<file path="src/design/hwp_pkg.sv">
package hwp_pkg;

    localparam int MAX_WINDOW_DEF  = 32;
    localparam int MAX_OUTPUTS_DEF = 64;

    // Q16.32 internal word
    localparam int Q_W    = 48;
    // small signed integers: positions, differences, doubled offsets
    localparam int SI_W   = 10;
    // divisor of a scale step (node difference or grid span)
    localparam int DEN_W  = 8;
    // unsigned position / counter width (k reaches MAX_WINDOW + MAX_OUTPUTS - 1)
    localparam int IDX_W  = 7;
    localparam int SMP_W  = 24;
    localparam int PRED_W = 32;

    localparam int CFG_IDX_W  = 2;
    localparam int CFG_DATA_W = 7;

    localparam logic signed [Q_W-1:0] Q_ONE = 48'sh0001_0000_0000;
    localparam logic signed [Q_W-1:0] Q_MAX = {1'b0, {(Q_W-1){1'b1}}};
    localparam logic signed [Q_W-1:0] Q_MIN = {1'b1, {(Q_W-1){1'b0}}};

    typedef struct packed {
        logic signed [SMP_W-1:0] sample;
        logic signed [SMP_W-1:0] slope;
        logic                    last_item;
    } hwp_in_t;

    typedef struct packed {
        logic signed [PRED_W-1:0] predicted;
        logic                     last_out;
    } hwp_out_t;

    typedef enum logic [CFG_IDX_W-1:0] {
        CFG_WINDOW_SIZE  = 2'd0,
        CFG_OUTPUT_COUNT = 2'd1,
        CFG_RECONSTRUCT  = 2'd2
    } cfg_idx_t;

    typedef enum logic {
        OP_MULQ,
        OP_SCALE
    } alu_op_t;

    typedef struct packed {
        logic                    start;
        alu_op_t                 op;
        logic signed [Q_W-1:0]   opa;
        logic signed [Q_W-1:0]   opb;
        logic signed [SI_W-1:0]  num;
        logic signed [DEN_W-1:0] den;
    } alu_req_t;

    typedef struct packed {
        logic                  done;
        logic signed [Q_W-1:0] result;
    } alu_rsp_t;

    typedef enum logic [2:0] {
        A_IDLE,
        A_MUL,
        A_ROUND,
        A_DIV,
        A_SAT,
        A_DONE
    } alu_state_t;

    typedef enum logic [4:0] {
        ST_IDLE,
        ST_J_INIT,
        ST_M_CHECK,
        ST_LAG_GO,
        ST_LAG_WAIT,
        ST_HS_GO,
        ST_HS_WAIT,
        ST_SQ_GO,
        ST_SQ_WAIT,
        ST_AX_GO,
        ST_AX_WAIT,
        ST_H1_GO,
        ST_H1_WAIT,
        ST_H2_GO,
        ST_H2_WAIT,
        ST_T1_GO,
        ST_T1_WAIT,
        ST_T2_GO,
        ST_T2_WAIT,
        ST_ROUND,
        ST_EMIT
    } seq_state_t;

    // saturate a one-bit-grown sum back into the Q16.32 range
    function automatic logic signed [Q_W-1:0] q_sat(input logic signed [Q_W:0] s);
        logic signed [Q_W-1:0] r;
        if (s[Q_W] != s[Q_W-1]) begin
            r = s[Q_W] ? Q_MIN : Q_MAX;
        end
        else begin
            r = s[Q_W-1:0];
        end
        return r;
    endfunction

endpackage

</file>
<file path="src/design/hwp_alu.sv">
module hwp_alu (
    input  logic              clk,
    input  logic              rst_n,
    input  hwp_pkg::alu_req_t req,
    output hwp_pkg::alu_rsp_t rsp
);
    import hwp_pkg::*;

    localparam int PROD_W = 2 * Q_W;
    localparam int MAG_W  = 64;
    localparam int CHUNK  = 16;
    localparam int DSTEPS = 8;

    alu_state_t state_reg, state_next;
    logic [2:0] cnt_reg, cnt_next;

    alu_op_t               op_reg;
    logic                  neg_reg;
    logic [Q_W-1:0]        ma_reg, mb_reg;
    logic [DEN_W-1:0]      d_reg;
    logic [PROD_W-1:0]     prod_reg;
    logic [MAG_W-1:0]      mag_reg;
    logic [DEN_W-1:0]      rem_reg;
    logic signed [Q_W-1:0] res_reg;

    logic [Q_W-1:0]        opa_mag, opb_mag;
    logic [SI_W-1:0]       num_mag;
    logic [DEN_W-1:0]      den_mag;
    logic [MAG_W-1:0]      div_q;
    logic [DEN_W:0]        div_r;
    logic signed [Q_W-1:0] sat_val;

    assign opa_mag = req.opa[Q_W-1] ? Q_W'(-req.opa) : Q_W'(req.opa);
    assign opb_mag = req.opb[Q_W-1] ? Q_W'(-req.opb) : Q_W'(req.opb);
    assign num_mag = req.num[SI_W-1] ? SI_W'(-req.num) : SI_W'(req.num);
    assign den_mag = req.den[DEN_W-1] ? DEN_W'(-req.den) : DEN_W'(req.den);

    // restoring division, eight quotient bits per cycle, remainder stays narrow
    always_comb
    begin
        div_q = mag_reg;
        div_r = {1'b0, rem_reg};
        for (int b = 0; b < DSTEPS; b++)
        begin
            div_r = {div_r[DEN_W-1:0], div_q[MAG_W-1]};
            div_q = {div_q[MAG_W-2:0], 1'b0};
            if (div_r >= {1'b0, d_reg})
            begin
                div_r    = div_r - {1'b0, d_reg};
                div_q[0] = 1'b1;
            end
        end
    end

    always_comb
    begin
        if (neg_reg)
        begin
            if (mag_reg > MAG_W'(1) << (Q_W - 1))
                sat_val = Q_MIN;
            else
                sat_val = Q_W'(-mag_reg);
        end
        else
        begin
            if (mag_reg > MAG_W'(Q_MAX))
                sat_val = Q_MAX;
            else
                sat_val = Q_W'(mag_reg);
        end
    end

    always_comb
    begin
        state_next = state_reg;
        cnt_next   = cnt_reg;
        case (state_reg)
            A_IDLE:
            begin
                if (req.start)
                begin
                    state_next = A_MUL;
                    cnt_next   = '0;
                end
            end
            A_MUL:
            begin
                cnt_next = cnt_reg + 3'd1;
                if (cnt_reg == 3'(Q_W / CHUNK - 1))
                    state_next = A_ROUND;
            end
            A_ROUND:
            begin
                cnt_next   = '0;
                state_next = (op_reg == OP_MULQ) ? A_SAT : A_DIV;
            end
            A_DIV:
            begin
                cnt_next = cnt_reg + 3'd1;
                if (cnt_reg == 3'(MAG_W / DSTEPS - 1))
                    state_next = A_SAT;
            end
            A_SAT:   state_next = A_DONE;
            A_DONE:  state_next = A_IDLE;
            default: state_next = A_IDLE;
        endcase
    end

    always_comb
    begin
        rsp.done   = (state_reg == A_DONE);
        rsp.result = res_reg;
    end

    always_ff @(posedge clk or negedge rst_n)
    begin
        if (!rst_n)
        begin
            state_reg <= A_IDLE;
            cnt_reg   <= '0;
        end
        else
        begin
            state_reg <= state_next;
            cnt_reg   <= cnt_next;
        end
    end

    always_ff @(posedge clk)
    begin
        case (state_reg)
            A_IDLE:
            begin
                if (req.start)
                begin
                    op_reg   <= req.op;
                    ma_reg   <= opa_mag;
                    d_reg    <= den_mag;
                    prod_reg <= '0;
                    if (req.op == OP_MULQ)
                    begin
                        neg_reg <= req.opa[Q_W-1] ^ req.opb[Q_W-1];
                        mb_reg  <= opb_mag;
                    end
                    else
                    begin
                        neg_reg <= req.opa[Q_W-1] ^ req.num[SI_W-1] ^ req.den[DEN_W-1];
                        mb_reg  <= Q_W'(num_mag);
                    end
                end
            end
            A_MUL:
            begin
                // top chunk first: accumulate by shifting the partial sum up
                prod_reg <= {prod_reg[PROD_W-CHUNK-1:0], {CHUNK{1'b0}}}
                          + PROD_W'(ma_reg * mb_reg[Q_W-1 -: CHUNK]);
                mb_reg   <= {mb_reg[Q_W-CHUNK-1:0], {CHUNK{1'b0}}};
            end
            A_ROUND:
            begin
                rem_reg <= '0;
                if (op_reg == OP_MULQ)
                    mag_reg <= MAG_W'((prod_reg + (PROD_W'(1) << 31)) >> 32);
                else
                    mag_reg <= prod_reg[MAG_W-1:0] + MAG_W'(d_reg >> 1);
            end
            A_DIV:
            begin
                mag_reg <= div_q;
                rem_reg <= div_r[DEN_W-1:0];
            end
            A_SAT:
            begin
                res_reg <= sat_val;
            end
            default:
            begin
            end
        endcase
    end

endmodule

</file>
<file path="config.mk">
export PLATFORM = sky130hd
export DESIGN_NAME = hwp_alu
export DESIGN_NICKNAME = d
export VERILOG_FILES = /design/src/design/hwp_pkg.sv /design/src/design/hwp_alu.sv
export SDC_FILE = /design/constraint.sdc
export NUM_CORES = 2
export LEC_CHECK = 0
export ABC_AREA = 1
export BUFFER_PORTS_ARGS = -buffer_cell sky130_fd_sc_hd__buf_2
export CORE_ASPECT_RATIO = 1.1
export CORE_MARGIN = 8
export CORE_UTILIZATION = 30
export DETAILED_ROUTE_END_ITERATION = 8
export GPL_TIMING_DRIVEN = 0
export PLACE_DENSITY_LB_ADDON = 0.2
export RECOVER_POWER = 100
export SLEW_MARGIN = 10
export SYNTH_ARGS = -nofsm -noshare
export SYNTH_HDL_FRONTEND = slang
export SYNTH_SLANG_ARGS = --single-unit
</file>
<file path="constraint.sdc">
create_clock -name clk -period 16.18 [get_ports clk]
set_clock_uncertainty 0.15 [all_clocks]
set_input_delay 1.618 -clock clk [delete_from_list [all_inputs] [get_ports clk]]
set_output_delay 1.618 -clock clk [all_outputs]
set_load 0.02 [all_outputs]
</file>
==> reports/metrics.cfg <==
[layout]
largest_reg_flops=96
layout_commonest_cell=inv_1
nNetsFinal=7777
drive_gt1_frac=0.04365
area_growth_pct=10.59
final_cell_mix=inv_1 (1509), nand2_1 (1343), fa_1 (699)

[yosys]
synthFlopType=edfxtp_1
ys_ff_latch=328
yosys.area.top_type=fa_1
synth_area_mm2=0.04992
yosys.area_share.simple=0.1927
netlist.area_leader.share=0.2803
synthMuxAreaShare=0
synth_area_leaders=fa_1 (28%), edfxtp_1 (19%), inv_1 (11%)
synth_nets=7530
synthXorXnorAreaFrac=0.03229
syn_inst=6481
synth_compound_area_frac=0.1048
synth_fa_ha_area_frac=0.3385
ys_warn_count=0
synth_edf_count=322
syn_area_per_cell_um2=7.702
yosysSeqAreaShare=0.1967
synthDistinctLibCells=64
async_reset_ff_frac=0.01829
synth_top_family_by_area=adder cells

[clocking]
cts_buffer_depth=3
cts_max_level=2
clock_latency_ns=0.63
tritoncts=yes
cts_hold_buf=0
cts-root-buf=clkbuf_16
cts_made_buffers=42
cts.sink_count=328
clk_pin_slew_ns=0.06

[floorplanning]
fp.dieW_um=404.9
die_h_um=443.8
rows=157
core_area_mm2=0.1658
dieArea_mm2=0.1797
initial_core_util=0.3011
io_pins=167

[global_routing]
grt_pass1_vias=45124
grtUsageTotal=0.2138
antenna_found_initial=8
grt_max_degree=31
overflow=0
grt_pass1_wl_um=290400

[worst_setup_path]
crit_type=reg2reg
path_depth=111
crit_path_start=d_reg[1]
worstPathMaxFanout=10
crit_family=simple AND/OR/NAND/NOR gates
rr_worst_depth=111
r2r-start=d_reg[1]
arrival_ns=14.87
crit_slowest_cell=edfxtp_1
cp_common_cell=nand2_1
end_kind=flip-flop
worst_ep_required_time_ns=16.41
crit_buf_inv=21
cpPeakStageDelay_ns=0.47
start_kind=flip-flop

[sta]
finalHoldViolations=0
fmax_ghz=0.06828
setup_viol=0
fin_hold_ws_ns=0.3771
finalSetupTns_ns=0
period_needed_ns=14.65
drv_slew=106
maxSlewHeadroom=-0.4447
post-route-period-util=0.9052
worst_pin_slew_ns=2.144

[drt]
met3_wirelength_um=10810
vias_per_cell=4.878
drc=0
drt_iter0_markers=3393
wl_um=196600
top_layer_used=met5
first_pass_iters=8
num_vias=43847
ant_nets=0
routed-wl-met2_um=92420
wirelength_met1_um=85280
avgRoutedWirePerCell_um=21.87

[worst_hold_path]
min_path_cells=2
hold_path.startpoint=cnt_reg[1]
worstHoldPathType=reg2reg

[placement]
dp_hpwl_um=165900
port_buffers=163
gp_congestion=0.9490

[run]
cap_violations=4

[status]
status=finished, violations left
violations=max-capacitance violations, max-slew violations

## timing repair
item,4_1_cts,5_1_grt
endpoints found under the setup margin,9,9
pin swaps,0,10
gates resized for setup,9,38
buffers inserted,8,19
## layout make-up
| class | instances | area [um^2] |
|---|---|---|
| Fill cell | 17973 | 110600 |
| Multi-Input combinational cell | 4369 | 33500 |
| Sequential cell | 328 | 9819 |
| Inverter | 1527 | 5763 |
| Tap cell | 2226 | 2785 |
| Clock buffer | 52 | 1089 |
| Buffer | 256 | 999.7 |
| Timing Repair Buffer | 204 | 994.7 |
| Clock inverter | 22 | 242.7 |
| Antenna cell | 4 | 10.01 |
## Yosys cell counts (35+ instances only)
cell	n
nand4_1	52
o21ai_0	385
xor2_1	138
nand3_1	144
a31oi_1	40
fa_1	699
ha_1	232
o21a_1	35
clkbuf_1	238
edfxtp_1	322
a21oi_1	363
inv_1	1516
nor3_1	118
nor2_1	501
xnor2_1	46
nor4_1	59
nand2_1	1343
## through the flow
| stage | cell area (um^2) | util | cells | worst slack [ns] |
|---|---|---|---|---|
| after floorplan | 49920 | - | 6481 | 2.364 |
| after global placement | 53520 | 0.3228 | 8870 | -2.415 |
| after detailed placement | 53810 | 0.3245 | 8884 | -0.6694 |
| after CTS | 55230 | 0.3331 | 8966 | 0.02355 |
| after global routing | 55190 | 0.3329 | 8984 | -0.02783 |
| final | 55200 | 0.3329 | 8988 | 1.534 |
## metal layers
metal	vias to the layer above	global-route usage
li1	20515	-
met1	21601	0.2849
met2	1426	0.3597
met3	303	0.02540
met4	2	0.07130
met5	-	0
## worst min-delay path, cell delays in order (launching register included)
cell	delay, ns
dfrtp_1	0.37
nand2_1	0.06
o21ai_0	0.06
## worst paths after layout
path                                endpoint  slack (ns)
worst min-delay path              cnt_reg[1]        0.38
max in group asynchronous         cnt_reg[2]       14.89
min in group asynchronous       state_reg[1]        0.72
worst min register to register    cnt_reg[1]        0.38
worst max register to register    rem_reg[7]        1.53
worst max-delay path              rem_reg[7]        1.53
## kinds of logic after synthesis
kind of cell               after synthesis
and+or+nand+nor                       2301
buffers and inverters                 1784
AOI/OAI and AO/OA                      953
adders and majority gates              931
DFF                                    328
xor gates and xnor gates               184
Power is not shown: default switching activity piles up to over one toggle a cycle in this logic, so the estimate is an artifact.
